[src/rtl/hdlctx_pkg.sv]
// Shared types, constants and the CRC-16 fold for the HDLC transmit framer.
// Used by the interfaces, the stuffing engine and the top level.
package hdlctx_pkg;

    localparam int BYTE_W     = 8;
    localparam int KIND_W     = 2;
    localparam int RUN_W      = 3;
    localparam int HELD_W     = 3;
    localparam int FCS_W      = 16;
    // Held bits (up to 7) plus one stuffed byte (up to 10 bits)
    localparam int ACC_W      = 17;
    localparam int ACC_CNT_W  = 5;
    localparam int FIFO_DEPTH = 4;
    localparam int FIFO_AW    = $clog2(FIFO_DEPTH);
    localparam int FIFO_CW    = $clog2(FIFO_DEPTH + 1);

    localparam logic [FCS_W-1:0]  CRC_POLY     = 16'h8408;
    localparam logic [FCS_W-1:0]  CRC_INIT     = 16'hFFFF;
    localparam logic [RUN_W-1:0]  STUFF_RUN    = 3'd5;
    localparam logic [BYTE_W-1:0] FLAG_PATTERN = 8'h7E;

    // Input item kinds; the fourth code is ignored
    typedef enum logic [KIND_W-1:0] {
        KIND_DATA  = 2'd0,
        KIND_CLOSE = 2'd1,
        KIND_FLAG  = 2'd2
    } t_kind;

    // What the stuffing engine does with one symbol
    typedef enum logic [1:0] {
        MODE_IDLE  = 2'd0,
        MODE_STUFF = 2'd1,
        MODE_FLAG  = 2'd2
    } t_mode;

    typedef struct packed {
        t_mode              mode;
        logic [BYTE_W-1:0]  sym;
        logic [RUN_W-1:0]   run;
        logic [BYTE_W-1:0]  shifter;
        logic [HELD_W-1:0]  held;
    } t_eng_req;

    typedef struct packed {
        logic [1:0]         nbytes;
        logic [BYTE_W-1:0]  byte0;
        logic [BYTE_W-1:0]  byte1;
        logic [RUN_W-1:0]   run;
        logic [BYTE_W-1:0]  shifter;
        logic [HELD_W-1:0]  held;
    } t_eng_res;

    typedef struct packed {
        logic               last;
        logic [BYTE_W-1:0]  line_byte;
    } t_out_entry;

    // Fold one byte into the reflected CRC-16, LSB first
    function automatic logic [FCS_W-1:0] crc_fold(input logic [FCS_W-1:0] crc,
                                                  input logic [BYTE_W-1:0] d);
        logic [FCS_W-1:0] c;
        c = crc ^ {{(FCS_W-BYTE_W){1'b0}}, d};
        for (int i = 0; i < BYTE_W; i++) begin
            if (c[0]) begin
                c = (c >> 1) ^ CRC_POLY;
            end else begin
                c = c >> 1;
            end
        end
        return c;
    endfunction

endpackage

[src/rtl/hdlctx_if.sv]
// Valid/ready channel interfaces for the HDLC transmit framer.
// Input channel carries kind and data byte; output channel carries line bytes.
interface hdlctx_in_if;
    logic                          valid;
    logic                          ready;
    logic [hdlctx_pkg::KIND_W-1:0] kind;
    logic [hdlctx_pkg::BYTE_W-1:0] data_byte;

    modport source (output valid, output kind, output data_byte, input ready);
    modport sink   (input valid, input kind, input data_byte, output ready);
endinterface

interface hdlctx_out_if;
    logic                          valid;
    logic                          ready;
    logic [hdlctx_pkg::BYTE_W-1:0] line_byte;
    logic                          last;

    modport source (output valid, output line_byte, output last, input ready);
    modport sink   (input valid, input line_byte, input last, output ready);
endinterface

[src/rtl/hdlctx_stuff_eng.sv]
// Bit stuffing and byte packing for one symbol (stuffed byte or raw flag).
// Depends on hdlctx_pkg for the request and result structs.
module hdlctx_stuff_eng (
    input  hdlctx_pkg::t_eng_req i_req,
    output hdlctx_pkg::t_eng_res o_res
);
    import hdlctx_pkg::*;

    // Append the symbol's line bits after the held bits, then cut out full bytes
    always_comb begin
        logic [ACC_W-1:0]     w;
        logic [ACC_CNT_W-1:0] n;
        logic [RUN_W-1:0]     run;
        w   = ACC_W'(i_req.shifter);
        n   = ACC_CNT_W'(i_req.held);
        run = i_req.run;
        o_res = '0;
        case (i_req.mode)
            MODE_STUFF: begin
                for (int i = 0; i < BYTE_W; i++) begin
                    w = {w[ACC_W-2:0], i_req.sym[i]};
                    n = n + ACC_CNT_W'(1);
                    if (i_req.sym[i]) begin
                        run = run + RUN_W'(1);
                    end else begin
                        run = '0;
                    end
                    // Insert a zero after five ones in a row
                    if (run == STUFF_RUN) begin
                        w   = {w[ACC_W-2:0], 1'b0};
                        n   = n + ACC_CNT_W'(1);
                        run = '0;
                    end
                end
            end
            MODE_FLAG: begin
                w   = {w[ACC_W-BYTE_W-1:0], FLAG_PATTERN};
                n   = n + ACC_CNT_W'(BYTE_W);
                run = '0;
            end
            default: ;
        endcase

        if (n >= ACC_CNT_W'(2 * BYTE_W)) begin
            o_res.nbytes = 2'd2;
            o_res.byte0  = BYTE_W'(w >> (n - ACC_CNT_W'(BYTE_W)));
            o_res.byte1  = BYTE_W'(w >> (n - ACC_CNT_W'(2 * BYTE_W)));
        end else if (n >= ACC_CNT_W'(BYTE_W)) begin
            o_res.nbytes = 2'd1;
            o_res.byte0  = BYTE_W'(w >> (n - ACC_CNT_W'(BYTE_W)));
        end
        o_res.run     = run;
        o_res.shifter = w[BYTE_W-1:0];
        o_res.held    = n[HELD_W-1:0];
    end

endmodule

[src/rtl/hdlctx_out_fifo.sv]
// Four-entry result queue that takes up to two line bytes a cycle.
// Depends on hdlctx_pkg and the output channel interface.
module hdlctx_out_fifo (
    input  logic                         i_clk,
    input  logic                         i_rst_n,
    input  logic [1:0]                   i_push_n,
    input  hdlctx_pkg::t_out_entry       i_entry0,
    input  hdlctx_pkg::t_out_entry       i_entry1,
    output logic [hdlctx_pkg::FIFO_CW-1:0] o_count,
    hdlctx_out_if.source                 o_out
);
    import hdlctx_pkg::*;

    t_out_entry           r_mem [FIFO_DEPTH];
    logic [FIFO_AW-1:0]   r_wr;
    logic [FIFO_AW-1:0]   r_rd;
    logic [FIFO_CW-1:0]   r_cnt;
    logic [FIFO_AW-1:0]   wr_next1;
    logic                 pop;

    assign wr_next1 = r_wr + FIFO_AW'(1);
    assign pop      = o_out.valid && o_out.ready;

    // Write up to two entries in order
    always_ff @(posedge i_clk) begin
        if (i_push_n != 2'd0) begin
            r_mem[r_wr] <= i_entry0;
        end
        if (i_push_n == 2'd2) begin
            r_mem[wr_next1] <= i_entry1;
        end
    end

    // Advance pointers and occupancy
    always_ff @(posedge i_clk) begin
        if (!i_rst_n) begin
            r_wr  <= '0;
            r_rd  <= '0;
            r_cnt <= '0;
        end else begin
            r_wr  <= r_wr + FIFO_AW'(i_push_n);
            r_rd  <= r_rd + FIFO_AW'(pop);
            r_cnt <= r_cnt + FIFO_CW'(i_push_n) - FIFO_CW'(pop);
        end
    end

    // Present the oldest entry
    assign o_out.valid     = (r_cnt != '0);
    assign o_out.line_byte = r_mem[r_rd].line_byte;
    assign o_out.last      = r_mem[r_rd].last;
    assign o_count         = r_cnt;

endmodule

[src/rtl/hdlc_tx_framer_crc16.sv]
// HDLC transmit framer top level: CRC-16 (reflected 0x8408), bit stuffing and byte packing.
// Depends on hdlctx_pkg, hdlctx_if, hdlctx_stuff_eng and hdlctx_out_fifo.
//
// An accepted item is registered, then processed one symbol per cycle: a data byte or a
// flag is one symbol, a close is two (the low then the high byte of the complemented FCS).
// Each symbol yields zero, one or two line bytes into a four-entry queue, which drains
// one byte a cycle on the output channel while it is ready; a close yields up to three
// bytes. The stage advances only while the queue holds at most two bytes, and the input
// is ready again in the cycle its item finishes, so items stream back to back. Bits that
// do not fill a byte stay held for later items; last marks the final byte caused by an item.
module hdlc_tx_framer_crc16 (
    input  logic          i_clk,
    input  logic          i_rst_n,
    hdlctx_in_if.sink     i_in,
    hdlctx_out_if.source  o_out
);
    import hdlctx_pkg::*;

    // Item stage
    logic               r_stg_vld;
    t_kind              r_stg_kind;
    logic [BYTE_W-1:0]  r_stg_data;
    logic               r_stg_phase;

    // Framer state
    logic [FCS_W-1:0]   r_fcs;
    logic [FCS_W-1:0]   n_fcs;
    logic [RUN_W-1:0]   r_run;
    logic [BYTE_W-1:0]  r_shifter;
    logic [HELD_W-1:0]  r_held;

    logic [FIFO_CW-1:0] fifo_count;
    logic               fifo_room;
    logic               fire;
    logic               stg_done;
    logic               sym_final;
    logic [FCS_W-1:0]   fcs_inv;
    logic               in_acc;
    t_eng_req           eng_req;
    t_eng_res           eng_res;
    logic [1:0]         push_n;
    t_out_entry         entry0;
    t_out_entry         entry1;

    assign fifo_room = (fifo_count <= FIFO_CW'(FIFO_DEPTH - 2));
    assign fire      = r_stg_vld && fifo_room;
    assign stg_done  = fire && ((r_stg_kind != KIND_CLOSE) || r_stg_phase);
    assign i_in.ready = !r_stg_vld || stg_done;
    assign in_acc    = i_in.valid && i_in.ready;
    assign fcs_inv   = ~r_fcs;

    // Hold the item; a close stays for a second symbol
    always_ff @(posedge i_clk) begin
        if (!i_rst_n) begin
            r_stg_vld   <= 1'b0;
            r_stg_phase <= 1'b0;
        end else if (in_acc) begin
            r_stg_vld   <= 1'b1;
            r_stg_phase <= 1'b0;
        end else if (stg_done) begin
            r_stg_vld   <= 1'b0;
        end else if (fire) begin
            r_stg_phase <= 1'b1;
        end
    end

    always_ff @(posedge i_clk) begin
        if (in_acc) begin
            r_stg_kind <= t_kind'(i_in.kind);
            r_stg_data <= i_in.data_byte;
        end
    end

    // Select the symbol for the stuffing engine
    always_comb begin
        eng_req         = '0;
        eng_req.run     = r_run;
        eng_req.shifter = r_shifter;
        eng_req.held    = r_held;
        sym_final       = 1'b1;
        case (r_stg_kind)
            KIND_DATA: begin
                eng_req.mode = MODE_STUFF;
                eng_req.sym  = r_stg_data;
            end
            KIND_CLOSE: begin
                eng_req.mode = MODE_STUFF;
                eng_req.sym  = r_stg_phase ? fcs_inv[FCS_W-1:BYTE_W] : fcs_inv[BYTE_W-1:0];
                sym_final    = r_stg_phase;
            end
            KIND_FLAG: begin
                eng_req.mode = MODE_FLAG;
            end
            default: begin
                eng_req.mode = MODE_IDLE;
            end
        endcase
    end

    hdlctx_stuff_eng u_eng (
        .i_req (eng_req),
        .o_res (eng_res)
    );

    // Update CRC: fold data, restart after the closing FCS
    always_comb begin
        n_fcs = r_fcs;
        if (fire && (r_stg_kind == KIND_DATA)) begin
            n_fcs = crc_fold(r_fcs, r_stg_data);
        end else if (fire && (r_stg_kind == KIND_CLOSE) && r_stg_phase) begin
            n_fcs = CRC_INIT;
        end
    end

    always_ff @(posedge i_clk) begin
        if (!i_rst_n) begin
            r_fcs     <= CRC_INIT;
            r_run     <= '0;
            r_shifter <= '0;
            r_held    <= '0;
        end else begin
            r_fcs <= n_fcs;
            if (fire) begin
                r_run     <= eng_res.run;
                r_shifter <= eng_res.shifter;
                r_held    <= eng_res.held;
            end
        end
    end

    // Push finished bytes; tag the final byte of the item
    assign push_n           = fire ? eng_res.nbytes : 2'd0;
    assign entry0.line_byte = eng_res.byte0;
    assign entry0.last      = sym_final && (eng_res.nbytes == 2'd1);
    assign entry1.line_byte = eng_res.byte1;
    assign entry1.last      = sym_final;

    hdlctx_out_fifo u_fifo (
        .i_clk    (i_clk),
        .i_rst_n  (i_rst_n),
        .i_push_n (push_n),
        .i_entry0 (entry0),
        .i_entry1 (entry1),
        .o_count  (fifo_count),
        .o_out    (o_out)
    );

`ifndef NO_ASSERTIONS
    a_fifo_bound: assert property (@(posedge i_clk) disable iff (!i_rst_n)
        fifo_count <= FIFO_CW'(FIFO_DEPTH))
        else $error("output queue overfilled");

    a_close_second: assert property (@(posedge i_clk) disable iff (!i_rst_n)
        (fire && (r_stg_kind == KIND_CLOSE) && !r_stg_phase) |=> (r_stg_vld && r_stg_phase))
        else $error("close did not continue with the high FCS byte");

    a_fcs_restart: assert property (@(posedge i_clk) disable iff (!i_rst_n)
        (fire && (r_stg_kind == KIND_CLOSE) && r_stg_phase) |=> (r_fcs == CRC_INIT))
        else $error("CRC not restarted after close");

    a_close_emits: assert property (@(posedge i_clk) disable iff (!i_rst_n)
        (fire && (r_stg_kind == KIND_CLOSE) && r_stg_phase) |-> (eng_res.nbytes != 2'd0))
        else $error("close finished without a final byte");
`endif

endmodule
[src/flat_wrapper.sv]
// flat-port wrapper written by rule: the top's interface ports become plain ports
module hdlc_tx_framer_crc16_flat import hdlctx_pkg::*;
  (i_clk, i_rst_n, i_in_valid, i_in_kind, i_in_data_byte, i_in_ready, o_out_valid, o_out_line_byte, o_out_last, o_out_ready);
  hdlctx_in_if i_in_i ();
  hdlctx_out_if o_out_i ();
  input  logic i_clk;
  input  logic i_rst_n;
  input wire logic [$bits(i_in_i.valid)-1:0] i_in_valid;
  input wire logic [$bits(i_in_i.kind)-1:0] i_in_kind;
  input wire logic [$bits(i_in_i.data_byte)-1:0] i_in_data_byte;
  output wire logic [$bits(i_in_i.ready)-1:0] i_in_ready;
  output wire logic [$bits(o_out_i.valid)-1:0] o_out_valid;
  output wire logic [$bits(o_out_i.line_byte)-1:0] o_out_line_byte;
  output wire logic [$bits(o_out_i.last)-1:0] o_out_last;
  input wire logic [$bits(o_out_i.ready)-1:0] o_out_ready;
  assign i_in_i.valid = i_in_valid;
  assign i_in_i.kind = i_in_kind;
  assign i_in_i.data_byte = i_in_data_byte;
  assign i_in_ready = i_in_i.ready;
  assign o_out_valid = o_out_i.valid;
  assign o_out_line_byte = o_out_i.line_byte;
  assign o_out_last = o_out_i.last;
  assign o_out_i.ready = o_out_ready;
  hdlc_tx_framer_crc16 u_core (.i_clk(i_clk), .i_rst_n(i_rst_n), .i_in(i_in_i), .o_out(o_out_i));
endmodule
[config.mk]
export PLATFORM = sky130hd
export DESIGN_NAME = hdlc_tx_framer_crc16_flat
export DESIGN_NICKNAME = d
export VERILOG_FILES = /design/src/rtl/hdlctx_pkg.sv /design/src/rtl/hdlctx_if.sv /design/src/rtl/hdlctx_stuff_eng.sv /design/src/rtl/hdlctx_out_fifo.sv /design/src/rtl/hdlc_tx_framer_crc16.sv /design/src/flat_wrapper.sv
export SDC_FILE = /design/constraint.sdc
export NUM_CORES = 1
export LEC_CHECK = 0
export BUFFER_PORTS_ARGS = -buffer_cell sky130_fd_sc_hd__buf_4
export CAP_MARGIN = 15
export CORE_ASPECT_RATIO = 0.8
export CORE_MARGIN = 4
export CORE_UTILIZATION = 60
export CTS_CLUSTER_DIAMETER = 50
export DETAILED_ROUTE_END_ITERATION = 10
export PLACE_DENSITY_LB_ADDON = 0.15
export REMOVE_ABC_BUFFERS = 1
export SYNTH_ARGS = -nofsm -noshare
export SYNTH_HDL_FRONTEND = slang
export SYNTH_SLANG_ARGS = --single-unit
[constraint.sdc]
create_clock -name i_clk -period 14.8 [get_ports i_clk]
set_input_delay 1.48 -clock i_clk [delete_from_list [all_inputs] [get_ports i_clk]]
set_output_delay 1.48 -clock i_clk [all_outputs]
set_load 0.03 [all_outputs]
* After elaboration in Yosys (flattened, before gate mapping)
Memories as Yosys holds them, arrays and structs flattened. A register that Yosys moved wholly into a read port is not among the register bits. Index checks and enable logic that the tools add are counted.
Word-level totals: flip-flop bits (word level) 49, memory bits (writable) 36, input bits 14, output and inout bits 11, memories 1
Operators by class: $add $sub $neg 32, order comparisons 3, eq/ne operators 15, shifts and indexed selects 2, muxes and demuxes 89, bitwise gates (word level) 12, reductions and logical operators 21
Memory list:
- u_core.u_fifo.r_mem | depth 4, width 9, rd ports 1, clocked after memory_dff 1, wr ports 2, RTL line hdlctx_out_fifo.sv:14 | t_out_entry r_mem [FIFO_DEPTH];
Operator list (count):
- two-way mux 16 bit | 18
- two-way mux 3 bit | 31
- adder 5 x 1 -> 5 bit, second input constant | 15
- two-way mux 5 bit | 15
- case mux 17 bit (2 select lines) | 1
- right shift 17 x 5 -> 8 bit | 2
- adder 3 x 1 -> 3 bit, second input constant | 8
- == test 3 bit, second input constant | 8
- NOT 2 -> 3 bit | 8
- two-way mux 10 bit | 2
- two-way mux 17 bit | 1
- two-way mux 8 bit | 2
- NOT 16 bit | 1
- case mux 8 bit (2 select lines) | 1
- bitwise XOR 16 x 8 -> 16 bit | 1
- two-way mux 15 bit | 1
- two-way mux 14 bit | 1
- two-way mux 13 bit | 1
- two-way mux 12 bit | 1
- two-way mux 11 bit | 1
- case mux 5 bit (2 select lines) | 1
- two-way mux 9 bit | 1
- logical AND 1 bit | 8
- nonzero test 2 bit | 4
- 26 further kinds | 41

* Logic depth before layout (Yosys ltp)
Gate-level depths: netlist of the first run.
depth after elaboration 58, gate-level depth with buffers 55, gate-level depth less buffers 51

* Cells and area by module
From an unflattened synthesis of the first run, not the netlist that was laid out.
Second synthesis, totals: cell total of the unflattened synthesis 1098, area, all modules 9635.5 um2
By module, submodules not included:
- hdlctx_stuff_eng | times used 1, cells each 764, area an instance 5504.0 um2, seq. area each 0.0 um2
- hdlctx_out_fifo | times used 1, cells each 132, area an instance 2230.9 um2, seq. area each 1221.2 um2
- hdlc_tx_framer_crc16 | times used 1, cells each 202, area an instance 1900.6 um2, seq. area each 940.9 um2

* Least setup slack after synthesis of the first run
No wires, ideal clock.
path kind reg-to-reg, start register u_core.r_run[0], end register u_core.u_fifo.r_cnt[2], in the netlist u_core.u_fifo.o_count[2], setup time 0.128 ns, data arrival time 10.493 ns, path slack 4.179 ns, stages on the path, launching flop included 54, buffers on the path 3, clock period less this slack 10.621 ns, path through dfxtp_1 > ha_1 > xor2_1 > a21o_1 > nor2_1 > ha_1 > clkbuf_1 > a21boi_1 > nor4_2 > o21a_1 > ha_1 > inv_1 > nand2_1 > a32oi_1 > o2bb2ai_1 > and3_1 > ha_1 > nor2b_1 > [18 not listed] > o2111ai_1 > a21oi_1 > or2_1 > nand4_1 > or3_1 > and3_1 > buf_4 > inv_2 > buf_4 > ha_1 > nand4_2 > nand2_1 > nand2_1 > ha_1 > inv_1 > fa_1 > xnor2_1 > nor2_1
On the way: cells in the longest elaborated chain, start to end 54, elaborated cells on any way between the ends 83, classes of those cells add/sub (24); order compare (2); eq/ne (8); mux (49)
Ends and longest elaborated chain:
- start: declaration | RTL line hdlc_tx_framer_crc16.sv:28 | logic [RUN_W-1:0] r_run;
- start signal: assignment | RTL line hdlc_tx_framer_crc16.sv:124 | r_run <= eng_res.run;
- adder 3 x 1 -> 3 bit (*) | RTL line hdlctx_stuff_eng.sv:24 | run = run + RUN_W'(1);
- two-way mux 3 bit (*) | RTL line hdlctx_stuff_eng.sv:23 | if (i_req.sym[i]) begin
- two-way mux 3 bit (*) | RTL line hdlctx_stuff_eng.sv:18 | case (i_req.mode)
- parallel branches: the longest is 43 deep, another holds adder 5 x 1 -> 5 bit
- two-way mux 5 bit (*) | RTL line hdlctx_stuff_eng.sv:29 | if (run == STUFF_RUN) begin
- case mux 5 bit (2 select lines) (*) | RTL line hdlctx_stuff_eng.sv:18
- >= comparator 5 x 4 -> 1 bit | RTL line hdlctx_stuff_eng.sv:48 | end else if (n >= ACC_CNT_W'(BYTE_W)) begin
- two-way mux 9 bit | RTL line hdlctx_stuff_eng.sv:48
- two-way mux 10 bit (*) | RTL line hdlctx_stuff_eng.sv:44 | if (n >= ACC_CNT_W'(2 * BYTE_W)) begin
- two-way mux 2 bit (*) | RTL line hdlc_tx_framer_crc16.sv:132 | assign push_n = fire ? eng_res.nbytes : 2'd0;
- adder 3 x 2 -> 3 bit (*) | RTL line hdlctx_out_fifo.sv:43 | r_cnt <= r_cnt + FIFO_CW'(i_push_n) - FIFO_CW'(pop);
- subtractor 3 x 1 -> 3 bit (*) | RTL line hdlctx_out_fifo.sv:43
- end signal: assignment | RTL line hdlctx_out_fifo.sv:43
- end: declaration | RTL line hdlctx_out_fifo.sv:17 | logic [FIFO_CW-1:0] r_cnt;
Every way passes the cells marked *. The select of a mux whose other input is x is not followed. A chain may end at the register's enable or synchronous reset.

==> results of run 1 <==
[layout make-up]
class                           instances  share of cell area [%]
Multi-Input combinational cell        902                    67.9
Clock inverter                          7                   0.830
Inverter                               36                    1.40
Sequential cell                        85                    22.4
Timing Repair Buffer                   35                    2.72
Clock buffer                            9                    2.33
Tap cell                              189                    2.45
[cells in the mapped netlist, drive strengths merged (6+ instances only)]
cell type  count
nand4         12
ha            29
a211o          6
o21ai         56
o2bb2ai        7
a211oi        22
dfxtp         39
a22o           7
a311oi         6
xnor2         44
o221ai        10
or3            8
nand3         39
a21o          14
mux4           9
mux2i         52
xor2          21
a21oi         79
nor4          12
nor3          40
and3          16
a31oi         12
inv           35
nor2b         17
and2          13
o211ai        21
o31ai          7
o2111ai        6
clkbuf        37
a221oi         8
buf           25
o21a           6
edfxtp        46
nor2          81
mux2          25
nand2         93
o22ai         44
[sequential cells by signal, summed over array words and instances (netlist names)]
register,cells
u_core.u_fifo.r_mem,36
u_core.r_fcs,16
u_core.r_shifter,8
u_core.r_stg_data,8
u_core.r_held,3
u_core.r_run,3
u_core.u_fifo.o_count,3
u_core.r_stg_kind,2
u_core.u_fifo.r_rd,2
u_core.u_fifo.r_wr,2
u_core.r_stg_phase,1
u_core.r_stg_vld,1
[worst min path at each step]
stage	startpoint	end	depth (start not counted)
2_1_floorplan	u_core.r_run[2]	u_core.r_run[2]	2
3_3_place_gp	u_core.r_run[2]	u_core.r_run[2]	2
3_5_place_dp	u_core.r_run[2]	u_core.r_run[2]	2
4_1_cts	u_core.r_run[2]	u_core.r_run[2]	2
5_1_grt	u_core.r_run[2]	u_core.r_run[2]	2
6_report	u_core.r_run[2]	u_core.r_run[2]	2
[critical path, delay by kind of cell (launching register included)]
family	cells	cell delay (ps)
DFF	1	690
buffers and inverters	3	560
adders and majority gates	8	2360
xor gates and xnor gates	1	250
and+or+nand+nor	21	5770
AOI/OAI and AO/OA	10	2540
muxes	3	870
[through the flow]
| stage | instance area (sq um) | hold slack, ps | instances | setup WS (ps) |
|---|---|---|---|---|
| 2_1_floorplan | 8850 | 468 | 1023 | 3230 |
| 3_3_place_gp | 9350 | 487 | 1247 | 2350 |
| 3_5_place_dp | 9350 | 510 | 1247 | 1800 |
| 4_1_cts | 9650 | 521 | 1263 | 1680 |
| 5_1_grt | 9650 | 578 | 1263 | 344 |
| 6_report | 9650 | 532 | 1263 | 1380 |
[cells by family after synthesis]
logic type / Yosys count / share of synthesized area, %
simple gates: 361 / 20.5
compound gates: 353 / 27.3
buf+inv: 98 / 4.62
mux: 86 / 11.2
xor+xnor: 72 / 8.58
flops: 85 / 23.7
fa+ha+maj: 30 / 4.19
[metal layers]
layer	global-route usage (%)	vias to the layer above	routed length, um
met3	7.32	33	2580
met1	45.2	4105	12100
met4	4.51	0	252
met2	39.4	446	10300
li1	-	4142	-
met5	0	-	0
==> metrics.txt, run 1 <==
outcome finished clean; synthesized area 9130 sq um; Routed WL about 25000 um; DP HPWL roughly 19000 um; clock tree buffer depth 2; Worst EP required roughly 15000 ps; CTS resizes 0; Global Route Usage Sum between 20% and 30%; Placer Congestion just under 1; cts bufs inserted 9; max_slew headroom 33.6%; count of final setup violators 0; Arr. time, crit path 13390 ps; Post-route DRC 0; R2R Path End u_core.u_fifo.r_mem[2][3]; H-tree Lvls 3; startpoint type of the worst setup path flip-flop; Crit. End Element flip-flop; most common cell after layout, fill and taps aside nand2_1; Hold Fails Final Rpt 0; Die Ht about 120 um; Starting Density a little over 60%; Seq/Total Area, Yosys a little under a quarter; worst-path fanout max 21; CP peak stage delay approximately 810 ps; initial DRC count 1346; CTS Sinks 85; Max-Cap Viols 0; die width between 100 and 150 um; crit path time final approximately 13000 ps; Vias/cell approximately 6.9; FF+latch area roughly 2200 sq um; cell taking the most area after synthesis edfxtp_1; Synth area leaders edfxtp_1 (15%), dfxtp_1 (8.5%), mux2i_1 (5.5%), a21oi_1 (4.2%), ha_1 (4.0%); Critical Path Source u_core.r_stg_kind[0]; Final Cycle Share about nine tenths; Die Area about 17000 sq um; RSZ-0062 raised after global routing no; Final Slew Violations 0; CTS Hold Bufs 0; Fin Clk Skew between 5 and 6 ps; FFs w/ async S/R, synth 0%; Final Util between 60 and 70%; crit path to u_core.u_fifo.r_mem[2][3]; number of synthesized register bits 85; antenna-violating nets left 0; Synth Instances around 1100; worst r2r src u_core.r_stg_kind[0]; Core ar. 15000 sq um; Netlist cell types 109; vias 8726; io pins 25; Port Buffer Count 24; Setup Buffers After CTS 0; post-synthesis area per instance roughly 8.4 sq um; Worst Reg2Reg Path Length in Cells 46; largest net degree at the start of global routing between 40 and 50; area of the multi-input gates roughly 6600 sq um; Slew @ Worst Pin ~990 ps; worst hold path type flip-flop to flip-flop; Fill cells between 1000 and 1500; ys flop type edfxtp_1; area delta synth->final 5.67%; FF-to-FF setup slack 1380 ps; Root Driver clkbuf_16; Std-Cell Rows 40; routed len/inst 20.0 um; fmax 74.5 MHz; CP dominant cell by count ha_1; slowest CP cell nor4_2; CTS tree done; CP Class flip-flop to flip-flop; initial antenna violation count 0; setup tns final 0 ps; Synth top area share between 10% and 20%; vias in the first global route just under 8000; Skew-Pair Late Insertion Delay 340 ps; Net count, final 1113; Synth Warn # 0; Antenna Cells 0; first-pass GRT wire length approximately 41000 um; most frequent cells in the layout nand2_1 (88), nor2_1 (78), a21oi_1 (76); DR pass1 iterations 8; GR Overflow Total 0; EDFF count, synth 46; clock transition at the registers of the reported paths 70 ps; layout cells sized above 1 a little over an eighth
Power of run 1 is left out: the tool's default activity adds up to more than one toggle a clock period on the data nets, which glitch-free logic cannot reach.
==> run 2: changes to the inputs <==
--- a/config.mk
+++ b/config.mk
@@ -7,12 +7,15 @@
 export LEC_CHECK = 0
 export BUFFER_PORTS_ARGS = -buffer_cell sky130_fd_sc_hd__buf_4
 export CAP_MARGIN = 15
+export CELL_PAD_IN_SITES_DETAIL_PLACEMENT = 1
+export CELL_PAD_IN_SITES_GLOBAL_PLACEMENT = 1
 export CORE_ASPECT_RATIO = 0.8
 export CORE_MARGIN = 4
-export CORE_UTILIZATION = 60
+export CORE_UTILIZATION = 50
 export CTS_CLUSTER_DIAMETER = 50
 export DETAILED_ROUTE_END_ITERATION = 10
 export PLACE_DENSITY_LB_ADDON = 0.15
+export RECOVER_POWER = 100
 export REMOVE_ABC_BUFFERS = 1
 export SYNTH_ARGS = -nofsm -noshare
 export SYNTH_HDL_FRONTEND = slang
==> constraint.sdc (replaced) <==
create_clock -name i_clk -period 13.6 [get_ports i_clk]
set_input_delay 1.36 -clock i_clk [delete_from_list [all_inputs] [get_ports i_clk]]
set_output_delay 1.36 -clock i_clk [all_outputs]
set_load 0.03 [all_outputs]
==> metrics.txt, run 2 (synthesis gave the netlist of run 1 again) <==
Antenna Cells 0 (unchanged); worst hold stages 2 (unchanged); Final Slew Violations 0 (unchanged); Crit. End Element flip-flop; Final Cycle Share 93.6% (+2.9 points); FF-to-FF setup slack 870 ps (-510 ps); Worst EP required 13750 ps (-1010 ps); H-tree Lvls 3 (unchanged); largest net degree at the start of global routing 40 (-2.4%); routed len/inst 22.8 um (+14%); Skew-Pair Late Insertion Delay 350 ps (about the same); Root Driver clkbuf_16; hold path startpoint u_core.r_run[2]; worst hold path type flip-flop to flip-flop; Port Buffer Count 24 (unchanged); final instance area 9710 sq um (+0.60%); clock tree buffer depth 2 (unchanged); vias 8921 (+2.2%); DP HPWL 22600 um (+20%); routed length on met1 14600 um (+21%); worst r2r src u_core.r_run[0]; Hold Fails Final Rpt 0 (unchanged); io pins 25 (unchanged); routed length on met3 2130 um (-18%); DR top layer met4; antenna-violating nets left 0 (unchanged); setup tns final 0 ps (unchanged); cts bufs inserted 9 (unchanged); CTS Sinks 85 (unchanged); Global Route Usage Sum 28.4% (-0.19 points); Std-Cell Rows 43 (+7.5%); Die Ht 129 um (+8.9%); Routed WL 29800 um (+18%); layout cells sized above 1 13.0% (-0.27 points); first-pass GRT wire length 47700 um (+16%); R2R Path End u_core.u_fifo.r_mem[2][2]; Fill cells 2139 (+63%); DR pass1 iterations 5 (-3); CTS tree done; die width 159 um (+9.0%); outcome finished clean; startpoint type of the worst setup path flip-flop; Vias/cell 6.83 (-1.1%); crit path time final 12730 ps (-695 ps); most flop-heavy register u_core.u_fifo.r_mem; most frequent cells in the layout nand2_1 (88), nor2_1 (77), a21oi_1 (76); clock transition at the registers of the reported paths 70 ps (about the same); GR Overflow Total 0 (unchanged); Worst Reg2Reg Path Length in Cells 49 (+6.5%); most common cell after layout, fill and taps aside nand2_1; Max-Cap Viols 0 (unchanged); Largest regs u_core.u_fifo.r_mem x36, u_core.r_fcs x16; max_slew headroom 14.2% (-19 points); fmax 78.6 MHz (+5.5%); initial antenna violation count 0 (unchanged); Fin Hold WS 541 ps (+9.09 ps); WHS Endpoint u_core.r_run[2]; metal2 WL 12800 um (+24%); count of final setup violators 0 (unchanged); dpl cell area 9410 sq um (+0.64%); Post-route DRC 0 (unchanged); initial DRC count 888 (-34%); Slew @ Worst Pin 1280 ps (+289 ps); CP peak stage delay 1000 ps (+190 ps); Arr. time, crit path 12880 ps (-510 ps); Die Area 20500 sq um (+19%); CP Class flip-flop to flip-flop; max reg flops 36 (unchanged); Core ar. 17600 sq um (+18%); worst-path fanout max 21 (unchanged); CTS Hold Bufs 0 (unchanged); slowest CP cell a31oi_1; Placer Congestion 0.938 (-5.1%); Net count, final 1120 (+0.63%); Starting Density 51.8% (-9.3 points); RSZ-0062 raised after global routing no; CP dominant cell by count ha_1; vias in the first global route 8449 (+8.9%); Fin Clk Skew 12.1 ps (+6.67 ps); area delta synth->final 6.30%
[run 2: area by class of cell]
type / instances / area (sq um) / area share [%]
clock buffers: 10 / 250 / 2.58
clock inverters: 6 / 56.3 / 0.580
inverters: 36 / 135 / 1.39
multi-input cells: 902 / 6560 / 67.6
flip-flops and latches: 85 / 2160 / 22.3
well taps: 225 / 282 / 2.90
repair buffers: 42 / 264 / 2.72
[run 2: per-stage QoR]
stage               util, %  cells  setup slack [ps]
detailed placement     53.3   1285               753
floorplan                 -   1023              2030
global route           55.0   1306              28.1
CTS                    55.0   1301               559
global placement       53.3   1285              1440
finish                 55.0   1306               870
[run 2: timing repair]
action                     4_1_cts  5_1_grt
setup buffers                    0        4
resized for setup                0        7
setup endpoints to repair        0       48
[run 2: how the worst max path moves through the flow]
stage                    startpoint                        end  slack (ps)
3_3_place_gp   u_core.r_stg_kind[0]  u_core.u_fifo.r_mem[0][1]        1440
6_report            u_core.r_run[0]  u_core.u_fifo.r_mem[2][2]         870
2_1_floorplan  u_core.r_stg_kind[1]   u_core.u_fifo.o_count[2]        2030
5_1_grt             u_core.r_run[0]   u_core.u_fifo.o_count[2]          30
4_1_cts        u_core.r_stg_kind[0]  u_core.u_fifo.r_mem[2][4]         560
3_5_place_dp   u_core.r_stg_kind[0]  u_core.u_fifo.r_mem[2][3]         750
[run 2: metal layers]
layer / global-route usage, % / up-vias
met2: 42.8 / 336
li1: - / 4156
met1: 43.6 / 4403
met4: 4.34 / 0
met5: 0 / -
met3: 4.77 / 26
[run 2: critical path: cells and delay by family (launching register included)]
family                   cells  cell delay [ps]
AND/OR/NAND/NOR             18             3670
flip-flops                   1              510
AO/OA/AOI/OAI               13             3570
adder cells (fa/ha/maj)      9             2650
XOR/XNOR                     1              290
multiplexers                 3              910
buffers and inverters        5              920
Power of run 2 is left out for the same reason.
==> run 3: changes to the inputs <==
--- a/config.mk
+++ b/config.mk
@@ -9,9 +9,9 @@
 export CAP_MARGIN = 15
 export CELL_PAD_IN_SITES_DETAIL_PLACEMENT = 1
 export CELL_PAD_IN_SITES_GLOBAL_PLACEMENT = 1
-export CORE_ASPECT_RATIO = 0.8
+export CORE_ASPECT_RATIO = 1.2
 export CORE_MARGIN = 4
-export CORE_UTILIZATION = 50
+export CORE_UTILIZATION = 45
 export CTS_CLUSTER_DIAMETER = 50
 export DETAILED_ROUTE_END_ITERATION = 10
 export PLACE_DENSITY_LB_ADDON = 0.15
@@ -19,4 +19,5 @@
 export REMOVE_ABC_BUFFERS = 1
 export SYNTH_ARGS = -nofsm -noshare
 export SYNTH_HDL_FRONTEND = slang
+export SYNTH_HIERARCHICAL = 1
 export SYNTH_SLANG_ARGS = --single-unit
==> metrics.txt, run 3 <==
outcome finished clean; Comb pwr share about 31%; Compound-Gate Fraction of Synth Area 24.8% (-2.5 points); CP dominant cell by count ha_1; largest family of logic cells by synthesized area compound AO/OA/AOI/OAI gates; DP HPWL 23000 um (+1.6%); RSZ-0062 raised after global routing yes; sequential power share 39.2%; Hold Fails Final Rpt 0 (unchanged); cell taking the most area after synthesis edfxtp_1; Synth area leaders edfxtp_1 (14%), dfxtp_1 (8.1%), mux2_2 (5.6%), ha_1 (5.2%), mux2i_1 (5.1%); number of synthesized register bits 85 (unchanged); Arr. time, crit path 13020 ps (+140 ps); most common cell in the netlist nand2_1; most frequent cells in the layout nand2_1 (114), nor2_1 (70), mux2_2 (48); post-synthesis area per instance 8.78 sq um (+4.2%); worst-path fanout max 18 (-14%); Netlist cell types 117 (+7.3%); Synth Warn # 6 (+6); Largest regs u_core/u_fifo/r_mem x36, u_core/r_fcs x16; Port Buffer Count 24 (unchanged); vias 8731 (-2.1%); GR Overflow Total 0 (unchanged); Fin Clk Skew 7.22 ps (-4.92 ps); VDD IR max roughly 0.10 mV; fmax 78.0 MHz (-0.68%); Seq/Total Area, Yosys 22.4% (-1.2 points); Fin Hold WS 508 ps (-32.7 ps); max reg flops 36 (unchanged); H-tree Lvls 3 (unchanged); Core ar. 21000 sq um (+19%); Die Area 23800 sq um (+16%); CP peak stage delay 690 ps (-310 ps); slowest CP cell a2111oi_1; Pwr per Cell Area about 76 nW/um^2; Final Power approximately 790 uW; Die Ht 168 um (+31%); Crit. End Element flip-flop; initial DRC count 553 (-38%); Slew @ Worst Pin 1120 ps (-164 ps); synth cell count leaders nand2_1 (114), nor2_1 (72), mux2i_1 (49); cts bufs inserted 9 (unchanged); Synth Instances 1098 (+1.2%); layout cells sized above 1 18.0% (+5.0 points); ys flop type edfxtp_1; Synth top area share 14.3% (-0.79 points); Root Driver clkbuf_16; vias in the first global route 9016 (+6.7%); startpoint type of the worst setup path flip-flop; CP Class flip-flop to flip-flop; initial antenna violation count 0 (unchanged); cell internal pwr 506 uW; most common cell after layout, fill and taps aside nand2_1; clock transition at the registers of the reported paths 70 ps (about the same); FFs w/ async S/R, synth 0% (unchanged); Fill cells 2525 (+18%); Std-Cell Rows 58 (+35%); area delta synth->final 7.49%; Antenna Cells 0 (unchanged); Starting Density 45.8% (-6.0 points); sw power approximately 280 uW; CTS tree done; worst hold path type flip-flop to flip-flop; EDFF count, synth 46 (unchanged); xor and xnor area share after synthesis 7.80% (-0.77 points); max_slew headroom 25.3% (+11 points); CTS Sinks 85 (unchanged); Global Route Usage Sum 25.0% (-3.4 points); Final Cycle Share 94.2% (+0.64 points); Post-route DRC 0 (unchanged); largest net degree at the start of global routing 24 (-40%); Max-Cap Viols 0 (unchanged); Skew-Pair Late Insertion Delay 340 ps (about the same); Final Slew Violations 0 (unchanged); crit path time final 12820 ps (+86.8 ps); Vias/cell 6.38 (-6.6%); count of final setup violators 0 (unchanged); io pins 25 (unchanged); most flop-heavy register u_core/u_fifo/r_mem; Net count, final 1149 (+2.6%); die width 142 um (-11%); Worst EP required 13810 ps (+60 ps); first-pass GRT wire length 48900 um (+2.6%); synthesized area 9640 sq um (+5.5%); Routed WL 29900 um (+0.44%); mux cell area share after synthesis 15.0% (+3.9 points); antenna-violating nets left 0 (unchanged); DR pass1 iterations 6 (+1); Placer Congestion 0.898 (-4.3%); clock tree buffer depth 2 (unchanged); post-synthesis simple-gate area fraction 19.3% (-1.2 points); Sw Share roughly 36%; area share of fa/ha/maj cells after synthesis 5.40% (+1.2 points); Leakage roughly 0.0038 uW; routed len/inst 21.9 um (-4.2%); clock share of power between 30% and 40%
## run 3: cell count changes after synthesis, moves of 8 or more
cell,change
a21oi_1,-30
nand2_1,+26
ha_1,+11
mux2_2,+26
o22ai_1,-28
nand2b_1,+11
nand3_1,-14
inv_1,+13
o21ai_0,-13
nor3_1,-11
or3_1,+8
## run 3: path summary, 6_finish.rpt
path         cells past startpoint                        end            startpoint  slack [ps]
max                             46  u_core/u_fifo/r_mem[0][2]  u_core/r_stg_kind[0]         780
max reg2reg                     46  u_core/u_fifo/r_mem[0][2]  u_core/r_stg_kind[0]         780
min reg2reg                      2         u_core/r_stg_phase      u_core/r_stg_vld         510
min                              2         u_core/r_stg_phase      u_core/r_stg_vld         510
## run 3: cell families after synthesis
group | count (synthesis)
and+or+nand+nor | 364
AOI/OAI and AO/OA | 304
muxes | 121
buffers and inverters | 115
DFF | 85
xor gates and xnor gates | 68
adders and majority gates | 41
## run 3: cell type report
| type | instances | area, sq um | share of cell area [%] |
|---|---|---|---|
| inverters | 48 | 183 | 1.76 |
| well taps | 270 | 338 | 3.26 |
| repair buffers | 52 | 342 | 3.30 |
| flip-flops and latches | 85 | 2160 | 20.9 |
| multi-input cells | 898 | 7050 | 68.0 |
| clock buffers | 9 | 225 | 2.17 |
| clock inverters | 7 | 62.6 | 0.604 |
## run 3: repair_timing
item                       CTS  global route
setup endpoints to repair    0            77
resized for setup            0            14
setup buffers                0             2
hold buffers                 0             0
## run 3: per-stage QoR
stage	cells	instance area (sq um)	setup slack (ps)	setup TNS, ps	util, %
after detailed placement	1351	10000	127	0	47.7
after global routing	1369	10400	-5.20	-8.44	49.2
after CTS	1367	10300	44.7	0	49.1
after global placement	1351	10000	643	0	47.7
final	1369	10400	783	0	49.2
after floorplan	1031	9310	602	0	-
## run 3: worst max-delay path: cells and delay by family (launching register included)
family                   cells  cell delay, ps
AND/OR/NAND/NOR             19            4330
AO/OA/AOI/OAI               10            2970
adder cells (fa/ha/maj)      7            2510
multiplexers                 5            1540
buffers and inverters        5             880
flip-flops                   1             440
## run 3: metal layers
metal	share of wire, %	routed length (um)	vias to the layer above	track usage [%]
met2	51	15400	171	44.8
met4	2.7	796	0	8.35
met1	43	12900	4325	31.3
met3	2.8	824	51	2.59
met5	0	0	-	0
li1	-	-	4184	-
## run 3: power by group through the flow
stage / clock, uW / sequential (uW) / combinational (uW)
floorplan: 0 / 305 / 176
global placement: 0 / 313 / 238
detailed placement: 0 / 314 / 244
CTS: 245 / 308 / 248
global route: 255 / 312 / 259
finish: 239 / 308 / 239
Power figures use the tool's default switching activity.
